**src/sv/esd_pkg.sv**
```systemverilog
// esd_pkg: shared types and constants for the escape sequence decoder
// used by esd_front, esd_queue, esd_back and escape_sequence_decoder
`timescale 1ns / 1ps
`default_nettype none

package esd_pkg;

    localparam int ESD_QUOTE_SLOTS = 4;
    localparam int ESD_QUOTE_W     = 32;
    localparam int ESD_QUEUE_DEPTH = 4;
    localparam int ESD_ADDR_W      = 5;
    localparam int ESD_DATA_W      = 32;

    // register index, paddr[4:2]
    localparam logic [2:0] REG_QUOTE_CHARS      = 3'd0;
    localparam logic [2:0] REG_BACKREF_MODE     = 3'd1;
    localparam logic [2:0] REG_LEAD_FIRST_LOW   = 3'd2;
    localparam logic [2:0] REG_LEAD_FIRST_HIGH  = 3'd3;
    localparam logic [2:0] REG_LEAD_SECOND_LOW  = 3'd4;
    localparam logic [2:0] REG_LEAD_SECOND_HIGH = 3'd5;

    // character codes
    localparam logic [7:0] CH_NUL    = 8'h00;
    localparam logic [7:0] CH_BEL    = 8'h07;
    localparam logic [7:0] CH_TAB    = 8'h09;
    localparam logic [7:0] CH_LF     = 8'h0A;
    localparam logic [7:0] CH_VT     = 8'h0B;
    localparam logic [7:0] CH_FF     = 8'h0C;
    localparam logic [7:0] CH_CR     = 8'h0D;
    localparam logic [7:0] CH_ESC    = 8'h1B;
    localparam logic [7:0] CH_DQUOTE = 8'h22;
    localparam logic [7:0] CH_SQUOTE = 8'h27;
    localparam logic [7:0] CH_DIG0   = 8'h30;
    localparam logic [7:0] CH_DIG1   = 8'h31;
    localparam logic [7:0] CH_DIG7   = 8'h37;
    localparam logic [7:0] CH_DIG9   = 8'h39;
    localparam logic [7:0] CH_QMARK  = 8'h3F;
    localparam logic [7:0] CH_AT     = 8'h40;
    localparam logic [7:0] CH_UP_A   = 8'h41;
    localparam logic [7:0] CH_UP_F   = 8'h46;
    localparam logic [7:0] CH_UP_X   = 8'h58;
    localparam logic [7:0] CH_BSLASH = 8'h5C;
    localparam logic [7:0] CH_USCORE = 8'h5F;
    localparam logic [7:0] CH_LO_A   = 8'h61;
    localparam logic [7:0] CH_LO_C   = 8'h63;
    localparam logic [7:0] CH_LO_E   = 8'h65;
    localparam logic [7:0] CH_LO_F   = 8'h66;
    localparam logic [7:0] CH_LO_N   = 8'h6E;
    localparam logic [7:0] CH_LO_R   = 8'h72;
    localparam logic [7:0] CH_LO_T   = 8'h74;
    localparam logic [7:0] CH_LO_V   = 8'h76;
    localparam logic [7:0] CH_LO_X   = 8'h78;
    localparam logic [7:0] CH_LO_Z   = 8'h7A;
    localparam logic [7:0] CH_LBRACE = 8'h7B;
    localparam logic [7:0] CH_RBRACE = 8'h7D;
    localparam logic [7:0] CH_DEL    = 8'h7F;

    typedef enum logic [2:0] {
        MODE_NORMAL,
        MODE_ESC,
        MODE_CTRL,
        MODE_HEXSTART,
        MODE_HEX,
        MODE_OCT,
        MODE_TRAIL
    } t_mode;

    typedef struct packed {
        logic [ESD_QUOTE_W-1:0] quote_chars;
        logic                   backref_mode;
        logic [7:0]             lead_first_low;
        logic [7:0]             lead_first_high;
        logic [7:0]             lead_second_low;
        logic [7:0]             lead_second_high;
    } t_cfg;

    // one classified source word
    typedef struct packed {
        logic [7:0] chr;
        logic       last;
        logic       is_zero;
        logic       quoted;
        logic       lead;
        logic       is_bslash;
        logic       is_lbrace;
        logic       is_rbrace;
        logic       is_x;
        logic       is_c;
        logic       hex_ok;
        logic [3:0] hex_val;
        logic       oct_ok;
        logic       map_ok;
        logic [7:0] map_byte;
        logic       ctrl_ok;
        logic [7:0] ctrl_byte;
    } t_item;

    // decoder state plus up to two result words of one step
    typedef struct packed {
        t_mode      mode;
        logic [7:0] val;
        logic       nz;
        logic       brace;
        logic [1:0] cnt;
        logic [7:0] b0;
        logic [7:0] b1;
    } t_ctx;

endpackage

`default_nettype wire

```
**src/sv/escape_sequence_decoder.sv**
```systemverilog
// escape_sequence_decoder: top level, register port and front/queue/back
// depends on esd_pkg, esd_front, esd_queue, esd_back
//
//  channel  | direction | handshake                        | payload
//  ---------+-----------+----------------------------------+---------------------------
//  in       | input     | i_in_valid / o_in_stall          | i_in_byte, i_end_of_string
//  out      | output    | o_out_valid / i_out_stall        | o_out_byte, o_run_last
//  register | input     | psel, penable, pwrite, pready    | paddr, pwdata, prdata
//
// one source word per cycle is taken while the four-entry queue has room
// the back end retires one queued word per cycle while the output is not stalled;
// a two-byte word blocks the next pop until its second byte is loaded, as the output
// register moves one byte a cycle; words pass the queue, then the output register
// synchronous reset clears the decoder state and the queue and resets the registers
// output stall holds the output register; the queue absorbs the front meanwhile
`timescale 1ns / 1ps
`default_nettype none

module escape_sequence_decoder #(
    parameter int QUOTE_SLOTS = esd_pkg::ESD_QUOTE_SLOTS
) (
    input  wire logic                           i_clk,
    input  wire logic                           i_rst_n,
    input  wire logic                           i_in_valid,
    output logic                                o_in_stall,
    input  wire logic [7:0]                     i_in_byte,
    input  wire logic                           i_end_of_string,
    output logic                                o_out_valid,
    input  wire logic                           i_out_stall,
    output logic [7:0]                          o_out_byte,
    output logic                                o_run_last,
    input  wire logic                           psel,
    input  wire logic                           penable,
    input  wire logic                           pwrite,
    input  wire logic [esd_pkg::ESD_ADDR_W-1:0] paddr,
    input  wire logic [esd_pkg::ESD_DATA_W-1:0] pwdata,
    output logic [esd_pkg::ESD_DATA_W-1:0]      prdata,
    output logic                                pready
);

    esd_pkg::t_cfg  r_cfg;
    esd_pkg::t_cfg  n_cfg;
    esd_pkg::t_item front_item;
    esd_pkg::t_item head_item;
    logic [2:0]     reg_idx;
    logic           wr_en;
    logic           push;
    logic           pop;
    logic           full;
    logic           nonempty;

    assign pready  = 1'b1;
    assign reg_idx = paddr[4:2];
    assign wr_en   = psel && penable && pwrite && pready;

    always_comb begin
        n_cfg = r_cfg;
        if (wr_en) begin
            case (reg_idx)
                esd_pkg::REG_QUOTE_CHARS:      n_cfg.quote_chars      = pwdata;
                esd_pkg::REG_BACKREF_MODE:     n_cfg.backref_mode     = pwdata[0];
                esd_pkg::REG_LEAD_FIRST_LOW:   n_cfg.lead_first_low   = pwdata[7:0];
                esd_pkg::REG_LEAD_FIRST_HIGH:  n_cfg.lead_first_high  = pwdata[7:0];
                esd_pkg::REG_LEAD_SECOND_LOW:  n_cfg.lead_second_low  = pwdata[7:0];
                esd_pkg::REG_LEAD_SECOND_HIGH: n_cfg.lead_second_high = pwdata[7:0];
                default: n_cfg = r_cfg;
            endcase
        end
    end

    always_comb begin
        case (reg_idx)
            esd_pkg::REG_QUOTE_CHARS:      prdata = r_cfg.quote_chars;
            esd_pkg::REG_BACKREF_MODE:     prdata = {31'd0, r_cfg.backref_mode};
            esd_pkg::REG_LEAD_FIRST_LOW:   prdata = {24'd0, r_cfg.lead_first_low};
            esd_pkg::REG_LEAD_FIRST_HIGH:  prdata = {24'd0, r_cfg.lead_first_high};
            esd_pkg::REG_LEAD_SECOND_LOW:  prdata = {24'd0, r_cfg.lead_second_low};
            esd_pkg::REG_LEAD_SECOND_HIGH: prdata = {24'd0, r_cfg.lead_second_high};
            default:                       prdata = '0;
        endcase
    end

    always_ff @(posedge i_clk) begin
        if (!i_rst_n) begin
            r_cfg.quote_chars      <= '0;
            r_cfg.backref_mode     <= 1'b0;
            r_cfg.lead_first_low   <= 8'hFF;
            r_cfg.lead_first_high  <= 8'h00;
            r_cfg.lead_second_low  <= 8'hFF;
            r_cfg.lead_second_high <= 8'h00;
        end else begin
            r_cfg <= n_cfg;
        end
    end

    esd_front #(
        .QUOTE_SLOTS (QUOTE_SLOTS)
    ) u_front (
        .i_in_valid      (i_in_valid),
        .i_in_byte       (i_in_byte),
        .i_end_of_string (i_end_of_string),
        .i_full          (full),
        .i_cfg           (r_cfg),
        .o_in_stall      (o_in_stall),
        .o_push          (push),
        .o_item          (front_item)
    );

    esd_queue #(
        .DEPTH (esd_pkg::ESD_QUEUE_DEPTH)
    ) u_queue (
        .i_clk      (i_clk),
        .i_rst_n    (i_rst_n),
        .i_push     (push),
        .i_item     (front_item),
        .i_pop      (pop),
        .o_full     (full),
        .o_nonempty (nonempty),
        .o_head     (head_item)
    );

    esd_back u_back (
        .i_clk          (i_clk),
        .i_rst_n        (i_rst_n),
        .i_backref_mode (r_cfg.backref_mode),
        .i_head_valid   (nonempty),
        .i_head         (head_item),
        .o_pop          (pop),
        .o_out_valid    (o_out_valid),
        .i_out_stall    (i_out_stall),
        .o_out_byte     (o_out_byte),
        .o_run_last     (o_run_last)
    );

endmodule

`default_nettype wire

```
**src/sv/esd_front.sv**
```systemverilog
// esd_front: accepts source words and classifies each byte
// depends on esd_pkg; feeds esd_queue
`timescale 1ns / 1ps
`default_nettype none

module esd_front #(
    parameter int QUOTE_SLOTS = esd_pkg::ESD_QUOTE_SLOTS
) (
    input  wire logic          i_in_valid,
    input  wire logic [7:0]    i_in_byte,
    input  wire logic          i_end_of_string,
    input  wire logic          i_full,
    input  wire esd_pkg::t_cfg i_cfg,
    output logic               o_in_stall,
    output logic               o_push,
    output esd_pkg::t_item     o_item
);

    localparam int NUM_SLOTS = (QUOTE_SLOTS < esd_pkg::ESD_QUOTE_W / 8) ?
                               QUOTE_SLOTS : esd_pkg::ESD_QUOTE_W / 8;

    logic [7:0] c;
    logic       quoted;

    assign c          = i_in_byte;
    assign o_in_stall = i_full;
    assign o_push     = i_in_valid && !i_full;

    always_comb begin
        quoted = 1'b0;
        for (int i = 0; i < NUM_SLOTS; i++) begin
            if (i_cfg.quote_chars[8*i +: 8] != esd_pkg::CH_NUL &&
                i_cfg.quote_chars[8*i +: 8] == c) begin
                quoted = 1'b1;
            end
        end
    end

    always_comb begin
        o_item           = '0;
        o_item.chr       = c;
        o_item.last      = i_end_of_string;
        o_item.is_zero   = (c == esd_pkg::CH_NUL);
        o_item.quoted    = quoted;
        o_item.lead      = (c >= i_cfg.lead_first_low && c <= i_cfg.lead_first_high) ||
                           (c >= i_cfg.lead_second_low && c <= i_cfg.lead_second_high);
        o_item.is_bslash = (c == esd_pkg::CH_BSLASH);
        o_item.is_lbrace = (c == esd_pkg::CH_LBRACE);
        o_item.is_rbrace = (c == esd_pkg::CH_RBRACE);
        o_item.is_x      = (c == esd_pkg::CH_LO_X) || (c == esd_pkg::CH_UP_X);
        o_item.is_c      = (c == esd_pkg::CH_LO_C);
        o_item.oct_ok    = (c >= esd_pkg::CH_DIG0) && (c <= esd_pkg::CH_DIG7);

        // hex digit value
        if (c >= esd_pkg::CH_DIG0 && c <= esd_pkg::CH_DIG9) begin
            o_item.hex_ok  = 1'b1;
            o_item.hex_val = c[3:0];
        end else if ((c >= esd_pkg::CH_UP_A && c <= esd_pkg::CH_UP_F) ||
                     (c >= esd_pkg::CH_LO_A && c <= esd_pkg::CH_LO_F)) begin
            o_item.hex_ok  = 1'b1;
            o_item.hex_val = c[3:0] + 4'd9;
        end

        // control code
        if ((c >= esd_pkg::CH_AT && c <= esd_pkg::CH_USCORE) ||
            (c >= esd_pkg::CH_LO_A && c <= esd_pkg::CH_LO_Z)) begin
            o_item.ctrl_ok   = 1'b1;
            o_item.ctrl_byte = {3'b000, c[4:0]};
        end else if (c == esd_pkg::CH_QMARK) begin
            o_item.ctrl_ok   = 1'b1;
            o_item.ctrl_byte = esd_pkg::CH_DEL;
        end

        // single letter escapes
        o_item.map_ok = 1'b1;
        case (c)
            esd_pkg::CH_LO_A:   o_item.map_byte = esd_pkg::CH_BEL;
            esd_pkg::CH_LO_E:   o_item.map_byte = esd_pkg::CH_ESC;
            esd_pkg::CH_LO_F:   o_item.map_byte = esd_pkg::CH_FF;
            esd_pkg::CH_LO_N:   o_item.map_byte = esd_pkg::CH_LF;
            esd_pkg::CH_LO_R:   o_item.map_byte = esd_pkg::CH_CR;
            esd_pkg::CH_LO_T:   o_item.map_byte = esd_pkg::CH_TAB;
            esd_pkg::CH_LO_V:   o_item.map_byte = esd_pkg::CH_VT;
            esd_pkg::CH_SQUOTE: o_item.map_byte = c;
            esd_pkg::CH_DQUOTE: o_item.map_byte = c;
            esd_pkg::CH_BSLASH: o_item.map_byte = c;
            default: begin
                o_item.map_ok   = 1'b0;
                o_item.map_byte = c;
            end
        endcase
    end

endmodule

`default_nettype wire

```
**src/sv/esd_queue.sv**
```systemverilog
// esd_queue: short queue of classified words between front and back
// depends on esd_pkg
`timescale 1ns / 1ps
`default_nettype none

module esd_queue #(
    parameter int DEPTH = esd_pkg::ESD_QUEUE_DEPTH
) (
    input  wire logic           i_clk,
    input  wire logic           i_rst_n,
    input  wire logic           i_push,
    input  wire esd_pkg::t_item i_item,
    input  wire logic           i_pop,
    output logic                o_full,
    output logic                o_nonempty,
    output esd_pkg::t_item      o_head
);

    localparam int PTR_W = (DEPTH > 1) ? $clog2(DEPTH) : 1;
    localparam int CNT_W = $clog2(DEPTH + 1);

    esd_pkg::t_item   r_mem [DEPTH];
    logic [PTR_W-1:0] r_wr;
    logic [PTR_W-1:0] r_rd;
    logic [CNT_W-1:0] r_cnt;
    logic [PTR_W-1:0] n_wr;
    logic [PTR_W-1:0] n_rd;
    logic [CNT_W-1:0] n_cnt;
    logic             do_push;
    logic             do_pop;

    assign o_full     = (r_cnt == CNT_W'(DEPTH));
    assign o_nonempty = (r_cnt != '0);
    assign o_head     = r_mem[r_rd];
    assign do_push    = i_push && !o_full;
    assign do_pop     = i_pop && o_nonempty;

    always_comb begin
        n_wr  = r_wr;
        n_rd  = r_rd;
        n_cnt = r_cnt;
        if (do_push) begin
            n_wr = (r_wr == PTR_W'(DEPTH - 1)) ? '0 : r_wr + 1'b1;
        end
        if (do_pop) begin
            n_rd = (r_rd == PTR_W'(DEPTH - 1)) ? '0 : r_rd + 1'b1;
        end
        if (do_push && !do_pop) begin
            n_cnt = r_cnt + 1'b1;
        end else if (do_pop && !do_push) begin
            n_cnt = r_cnt - 1'b1;
        end
    end

    always_ff @(posedge i_clk) begin
        if (!i_rst_n) begin
            r_wr  <= '0;
            r_rd  <= '0;
            r_cnt <= '0;
        end else begin
            r_wr  <= n_wr;
            r_rd  <= n_rd;
            r_cnt <= n_cnt;
        end
    end

    always_ff @(posedge i_clk) begin
        if (do_push) begin
            r_mem[r_wr] <= i_item;
        end
    end

endmodule

`default_nettype wire

```
**src/sv/esd_back.sv**
```systemverilog
// esd_back: escape state machine and output register
// depends on esd_pkg; takes words from esd_queue
`timescale 1ns / 1ps
`default_nettype none

module esd_back (
    input  wire logic           i_clk,
    input  wire logic           i_rst_n,
    input  wire logic           i_backref_mode,
    input  wire logic           i_head_valid,
    input  wire esd_pkg::t_item i_head,
    output logic                o_pop,
    output logic                o_out_valid,
    input  wire logic           i_out_stall,
    output logic [7:0]          o_out_byte,
    output logic                o_run_last
);

    function automatic esd_pkg::t_ctx f_emit(esd_pkg::t_ctx x, logic [7:0] b);
        esd_pkg::t_ctx r;
        r = x;
        if (x.cnt == 2'd0) begin
            r.b0  = b;
            r.cnt = 2'd1;
        end else if (x.cnt == 2'd1) begin
            r.b1  = b;
            r.cnt = 2'd2;
        end
        return r;
    endfunction

    function automatic esd_pkg::t_ctx f_clear(esd_pkg::t_ctx x);
        esd_pkg::t_ctx r;
        r       = x;
        r.val   = '0;
        r.nz    = 1'b0;
        r.brace = 1'b0;
        return r;
    endfunction

    function automatic esd_pkg::t_ctx f_flush(esd_pkg::t_ctx x);
        esd_pkg::t_ctx r;
        r = x;
        if (x.nz) begin
            r = f_emit(r, x.val);
        end
        return f_clear(r);
    endfunction

    function automatic esd_pkg::t_ctx f_add(esd_pkg::t_ctx x, logic [3:0] d, logic hex);
        esd_pkg::t_ctx r;
        r     = x;
        r.val = hex ? {x.val[3:0], d} : {x.val[4:0], d[2:0]};
        r.nz  = x.nz || (d != 4'd0);
        return r;
    endfunction

    function automatic esd_pkg::t_ctx f_normal(esd_pkg::t_ctx x, esd_pkg::t_item it);
        esd_pkg::t_ctx r;
        r = x;
        if (it.is_bslash) begin
            r.mode = esd_pkg::MODE_ESC;
        end else begin
            r      = f_emit(r, it.chr);
            r.mode = it.lead ? esd_pkg::MODE_TRAIL : esd_pkg::MODE_NORMAL;
        end
        return r;
    endfunction

    function automatic esd_pkg::t_ctx f_finish(esd_pkg::t_ctx x);
        esd_pkg::t_ctx r;
        r = x;
        if (x.mode == esd_pkg::MODE_HEX || x.mode == esd_pkg::MODE_OCT) begin
            r = f_flush(r);
        end else if (x.mode == esd_pkg::MODE_ESC) begin
            r = f_emit(r, esd_pkg::CH_BSLASH);
        end
        r.mode = esd_pkg::MODE_NORMAL;
        return f_clear(r);
    endfunction

    function automatic esd_pkg::t_ctx f_hex(esd_pkg::t_ctx x, esd_pkg::t_item it);
        esd_pkg::t_ctx r;
        r = x;
        if (it.hex_ok) begin
            r = f_add(r, it.hex_val, 1'b1);
        end else if (it.is_rbrace && x.brace) begin
            r      = f_flush(r);
            r.mode = esd_pkg::MODE_NORMAL;
        end else begin
            r      = f_flush(r);
            r.mode = esd_pkg::MODE_NORMAL;
            r      = f_normal(r, it);
        end
        return r;
    endfunction

    esd_pkg::t_mode r_mode;
    logic [7:0]     r_val;
    logic           r_nz;
    logic           r_brace;
    logic           r_out_valid;
    logic [7:0]     r_out_byte;
    logic           r_out_last;
    logic           r_pend_valid;
    logic [7:0]     r_pend_byte;

    esd_pkg::t_mode n_mode;
    logic [7:0]     n_val;
    logic           n_nz;
    logic           n_brace;
    logic           n_out_valid;
    logic [7:0]     n_out_byte;
    logic           n_out_last;
    logic           n_pend_valid;
    logic [7:0]     n_pend_byte;

    esd_pkg::t_ctx  step;
    logic           slot_free;

    assign slot_free   = !r_out_valid || !i_out_stall;
    assign o_pop       = i_head_valid && !r_pend_valid && slot_free;
    assign o_out_valid = r_out_valid;
    assign o_out_byte  = r_out_byte;
    assign o_run_last  = r_out_last;

    always_comb begin
        step       = '0;
        step.mode  = r_mode;
        step.val   = r_val;
        step.nz    = r_nz;
        step.brace = r_brace;
        if (i_head.is_zero) begin
            step = f_finish(step);
        end else begin
            case (r_mode)
                esd_pkg::MODE_ESC: begin
                    step.mode = esd_pkg::MODE_NORMAL;
                    if (i_head.quoted) begin
                        step = f_emit(step, i_head.chr);
                    end else if (i_head.map_ok) begin
                        step = f_emit(step, i_head.map_byte);
                    end else if (i_head.is_c) begin
                        step.mode = esd_pkg::MODE_CTRL;
                    end else if (i_head.is_x) begin
                        step      = f_clear(step);
                        step.mode = esd_pkg::MODE_HEXSTART;
                    end else if (i_head.chr == esd_pkg::CH_DIG0 ||
                                 (i_head.chr >= esd_pkg::CH_DIG1 &&
                                  i_head.chr <= esd_pkg::CH_DIG7 && !i_backref_mode)) begin
                        step      = f_clear(step);
                        step      = f_add(step, {1'b0, i_head.chr[2:0]}, 1'b0);
                        step.mode = esd_pkg::MODE_OCT;
                    end else begin
                        step = f_emit(step, esd_pkg::CH_BSLASH);
                        step = f_emit(step, i_head.chr);
                        if (i_head.lead) begin
                            step.mode = esd_pkg::MODE_TRAIL;
                        end
                    end
                end
                esd_pkg::MODE_CTRL: begin
                    step.mode = esd_pkg::MODE_NORMAL;
                    if (i_head.ctrl_ok) begin
                        step = f_emit(step, i_head.ctrl_byte);
                    end else begin
                        step = f_normal(step, i_head);
                    end
                end
                esd_pkg::MODE_HEXSTART: begin
                    step.mode = esd_pkg::MODE_HEX;
                    if (i_head.is_lbrace) begin
                        step.brace = 1'b1;
                    end else begin
                        step = f_hex(step, i_head);
                    end
                end
                esd_pkg::MODE_HEX: begin
                    step = f_hex(step, i_head);
                end
                esd_pkg::MODE_OCT: begin
                    if (i_head.oct_ok) begin
                        step = f_add(step, {1'b0, i_head.chr[2:0]}, 1'b0);
                    end else begin
                        step      = f_flush(step);
                        step.mode = esd_pkg::MODE_NORMAL;
                        step      = f_normal(step, i_head);
                    end
                end
                esd_pkg::MODE_TRAIL: begin
                    step      = f_emit(step, i_head.chr);
                    step.mode = esd_pkg::MODE_NORMAL;
                end
                default: begin
                    step = f_normal(step, i_head);
                end
            endcase
            if (i_head.last) begin
                step = f_finish(step);
            end
        end
    end

    always_comb begin
        n_mode       = r_mode;
        n_val        = r_val;
        n_nz         = r_nz;
        n_brace      = r_brace;
        n_out_valid  = r_out_valid;
        n_out_byte   = r_out_byte;
        n_out_last   = r_out_last;
        n_pend_valid = r_pend_valid;
        n_pend_byte  = r_pend_byte;
        if (r_pend_valid && slot_free) begin
            // second word of a pair
            n_out_valid  = 1'b1;
            n_out_byte   = r_pend_byte;
            n_out_last   = 1'b1;
            n_pend_valid = 1'b0;
        end else if (o_pop) begin
            n_mode       = step.mode;
            n_val        = step.val;
            n_nz         = step.nz;
            n_brace      = step.brace;
            n_out_valid  = (step.cnt != 2'd0);
            n_out_byte   = step.b0;
            n_out_last   = (step.cnt == 2'd1);
            n_pend_valid = (step.cnt == 2'd2);
            n_pend_byte  = step.b1;
        end else if (slot_free) begin
            n_out_valid = 1'b0;
        end
    end

    always_ff @(posedge i_clk) begin
        if (!i_rst_n) begin
            r_mode       <= esd_pkg::MODE_NORMAL;
            r_val        <= '0;
            r_nz         <= 1'b0;
            r_brace      <= 1'b0;
            r_out_valid  <= 1'b0;
            r_pend_valid <= 1'b0;
        end else begin
            r_mode       <= n_mode;
            r_val        <= n_val;
            r_nz         <= n_nz;
            r_brace      <= n_brace;
            r_out_valid  <= n_out_valid;
            r_pend_valid <= n_pend_valid;
        end
    end

    always_ff @(posedge i_clk) begin
        r_out_byte  <= n_out_byte;
        r_out_last  <= n_out_last;
        r_pend_byte <= n_pend_byte;
    end

endmodule

`default_nettype wire
```
**config.mk**
```make
export PLATFORM = sky130hd
export DESIGN_NAME = escape_sequence_decoder
export DESIGN_NICKNAME = d
export VERILOG_FILES = /design/src/sv/esd_pkg.sv /design/src/sv/escape_sequence_decoder.sv /design/src/sv/esd_front.sv /design/src/sv/esd_queue.sv /design/src/sv/esd_back.sv
export SDC_FILE = /design/constraint.sdc
export NUM_CORES = 1
export LEC_CHECK = 0
export BUFFER_PORTS_ARGS = -buffer_cell sky130_fd_sc_hd__buf_2
export CORE_UTILIZATION = 35
export CTS_CLUSTER_SIZE = 8
export DETAILED_ROUTE_END_ITERATION = 7
export PLACE_DENSITY_LB_ADDON = 0.3
export REMOVE_ABC_BUFFERS = 1
export SLEW_MARGIN = 30
export SYNTH_ARGS = -nofsm -noshare
export SYNTH_HDL_FRONTEND = slang
export SYNTH_SLANG_ARGS = --single-unit
```
**constraint.sdc**
```tcl
create_clock -name i_clk -period 9.4 [get_ports i_clk]
set_input_delay 1.88 -clock i_clk [delete_from_list [all_inputs] [get_ports i_clk]]
set_output_delay 1.88 -clock i_clk [all_outputs]
set_load 0.01 [all_outputs]
```
==> flow_metrics.py <==
metrics = {
    "setup_path": {
        "rr_worst_depth": 10,
        "path_cells": "buf_2 -> nor2b_2 -> a22oi_1 -> a21oi_1 -> a21o_1 -> buf_2",
        "cp_slowest_cell": "nor2b_2",
        "cp_data_arrival_time_ps": 3580,
        "reg2reg_setup_slack_ps": 5010,
        "reg2reg_to": "u_back.r_pend_byte[2]$_SDFFCE_PP0P_",
        "startpoint_type": "input port",
        "critPathKind": "in2out",
        "cp_common_cell": "buf_2",
        "critical-path-max-stage-delay_ps": 630,
        "critPathBufInv": 2,
        "critPathTopFamily": "compound AO/OA/AOI/OAI gates",
        "crit_fanout": 15,
        "critPathRequiredTime_ps": 7520,
        "end_kind": "output pin",
    },
    "drt": {
        "drc_errors": 0,
        "drtIter0Drc": 639,
        "via_per_inst": 5.35,
        "first_pass_iters": 5,
        "wirelength_mm": 33.8,
        "wire_per_inst_um": 18.9,
        "ant_nets": 0,
        "vias": 9578,
    },
    "hold_path": {
        "hold_class": "reg2reg",
        "hold_path_end": "r_cfg[45]$_SDFFE_PN0P_",
        "worstHoldPathCells": 2,
        "min-delay-start": "r_cfg[45]$_SDFFE_PN0P_",
    },
    "logic_synthesis": {
        "syn_avg_cell_area_sq_um": 11.4,
        "synth_edf_count": 172,
        "ys_ff_latch": 262,
        "syn_inst": 1172,
        "synth_seq_area_share": 0.522,
        "synth_top_area_share": 0.387,
        "synth_area_leaders": "edfxtp_1 39%, dfxtp_1 14%, mux4_2 6.4%",
        "async_flop_share": 0,
        "synth_area_leader_cell": "edfxtp_1",
        "yosys_warnings": 0,
        "ys_types": 76,
        "ys.flop_type": "edfxtp_1",
        "syn_area_sq_um": 13300,
    },
    "timing": {
        "slew_headroom": 0.352,
        "report.final.hold_viol_count": 0,
        "final.period_utilization": 0.580,
        "worst_slew_pin_slew_ps": 969,
        "finalCriticalPeriod_ps": 5460,
        "setup_viol": 0,
        "fin_tns_setup_ps": 0,
        "fmax_mhz": 183,
        "slew_violations": 0,
        "rsz0062_at_grt": "no",
        "fin_skew_ps": 14.8,
    },
    "clocking": {
        "post_cts_resized": 0,
        "cts_buffers": 38,
        "cts.root.buffer_cell": "clkbuf_16",
        "cts_hold_buf": 0,
        "cts_sinks": 262,
        "cts_tree": "yes",
        "clock_latency_ps": 530,
        "clkTransAtPathRegs_ps": 50,
        "htree_levels": 2,
        "cts_setup_buffers": 0,
        "cts_buffer_depth": 3,
    },
    "floorplanning": {
        "coreArea_sq_um": 37600,
        "row_count": 71,
        "dieArea_sq_um": 38900,
        "start_util": 0.355,
        "io-pin-count": 97,
        "die-height_um": 197,
        "fp.dieW_um": 197,
    },
    "global_routing": {
        "grt-ovfl-total": 0,
        "grt_max_degree": 89,
        "grt_pass1_vias": 9421,
        "grt_pass1_wl_mm": 53.0,
        "antenna_found_initial": 0,
        "grtUsageTotal": 0.174,
    },
    "cells_and_area": {
        "nFillCells": 3610,
        "final_cells": 1791,
        "nets": 1352,
        "final_common_cell": "edfxtp_1",
        "drive_gt1_frac": 0.169,
        "final_cell_mix": "172 x edfxtp_1, 127 x nand2_1, 93 x buf_2",
        "synthToLayoutAreaGrowth_pct": 15.3,
        "diodes": 0,
    },
    "placement": {
        "place_hpwl_mm": 22.0,
        "numPortBuffers": 93,
        "gp_congestion": 0.918,
        "dp_cells": 1724,
    },
    "power_and_ir_drop": {
        "power.total_w": 0.00370,
        "power.density_nw_per_um2": 241,
        "ir_worst_vdd_uv": 126,
        "p_leak_nw": 5.72,
    },
    "outcome": {
        "status": "finished, final reports clean",
    },
    "flow_run": {
        "cap_violations": 0,
    },
}
## worst max path at each step
| stage | cells after the start | startpoint | slack (ps) | to |
|---|---|---|---|---|
| floorplan | 2 | paddr[2] | 4090 | prdata[10] |
| global placement | 6 | paddr[4] | 3620 | prdata[7] |
| detailed placement | 6 | paddr[4] | 3950 | prdata[7] |
| CTS | 6 | paddr[4] | 3940 | prdata[7] |
| global route | 6 | paddr[4] | 3840 | prdata[7] |
| finish | 6 | paddr[4] | 3940 | prdata[7] |
## per-stage QoR
step | hold slack [ps] | setup WS, ps | instance area, sq um | util
global route | 523 | 3840 | 15400 | 0.409
finish | 503 | 3940 | 15400 | 0.409
floorplan | 463 | 4090 | 13100 | -
detailed placement | 494 | 3950 | 14300 | 0.380
CTS | 501 | 3940 | 15400 | 0.409
global placement | 476 | 3620 | 14300 | 0.380
## cells in the mapped netlist, drive strengths merged (12+ instances only)
cell type / n
o21ai: 22
buf: 12
ha: 45
edfxtp: 172
mux4: 39
and3: 13
a21oi: 65
clkbuf: 54
nor3: 19
inv: 57
a21o: 33
nor2b: 47
dfxtp: 90
nand3: 15
nand2: 127
mux2i: 25
nor4: 17
a21boi: 37
nor2: 45
o211ai: 20
and2: 37
a22oi: 27
xor2: 30
## worst min-delay path, stage by stage (launching register included)
cell and delay, ps:
dfxtp_1 330, nand2_1 60, a21boi_0 60
## area by class of cell
cell class                 count  area [sq um]  share of cell area
inverter                      57           214              0.0139
tap                          511           639              0.0416
timing repair buffer         107           571              0.0371
clock inverter                 3          33.8             0.00220
clock buffer                  64          1050              0.0682
multi-input combinational    787          5900               0.384
sequential                   262          6970               0.453
## routing by layer
| metal | GRT usage | part of all wire | vias to the layer above |
|---|---|---|---|
| met5 | 0 | 0 | - |
| met4 | 0.0551 | 0.027 | 0 |
| met1 | 0.237 | 0.45 | 4618 |
| met2 | 0.275 | 0.45 | 364 |
| li1 | - | - | 4539 |
| met3 | 0.0394 | 0.069 | 57 |
## kinds of logic (layout without fill, tap and decap cells)
logic type | after synthesis | after routing | share of synthesized area
adder cells (fa/ha/maj) | 46 | 46 | 0.0437
AND/OR/NAND/NOR | 363 | 363 | 0.142
multiplexers | 65 | 65 | 0.0857
other | 1 | 1 | 0.000281
flip-flops | 262 | 262 | 0.522
buffers and inverters | 123 | 231 | 0.0373
AO/OA/AOI/OAI | 281 | 281 | 0.148
XOR/XNOR | 31 | 31 | 0.0204
## report_power, final
group	switching, W	internal, W
combinational	0.000641	0.000391
sequential	0.0000443	0.00137
clock	0.000494	0.000755
## state kept, by name (all words and copies together), names as in the netlist, 2 cells and up, named ones only
register / flops
r_cfg: 65
u_back.o_out_byte: 8
u_back.r_mode: 3
u_back.r_pend_byte: 8
u_back.r_val: 8
u_queue.r_cnt: 3
u_queue.r_mem: 156
u_queue.r_rd: 2
u_queue.r_wr: 2
No activity file was read; power rests on OpenSTA's default activity.
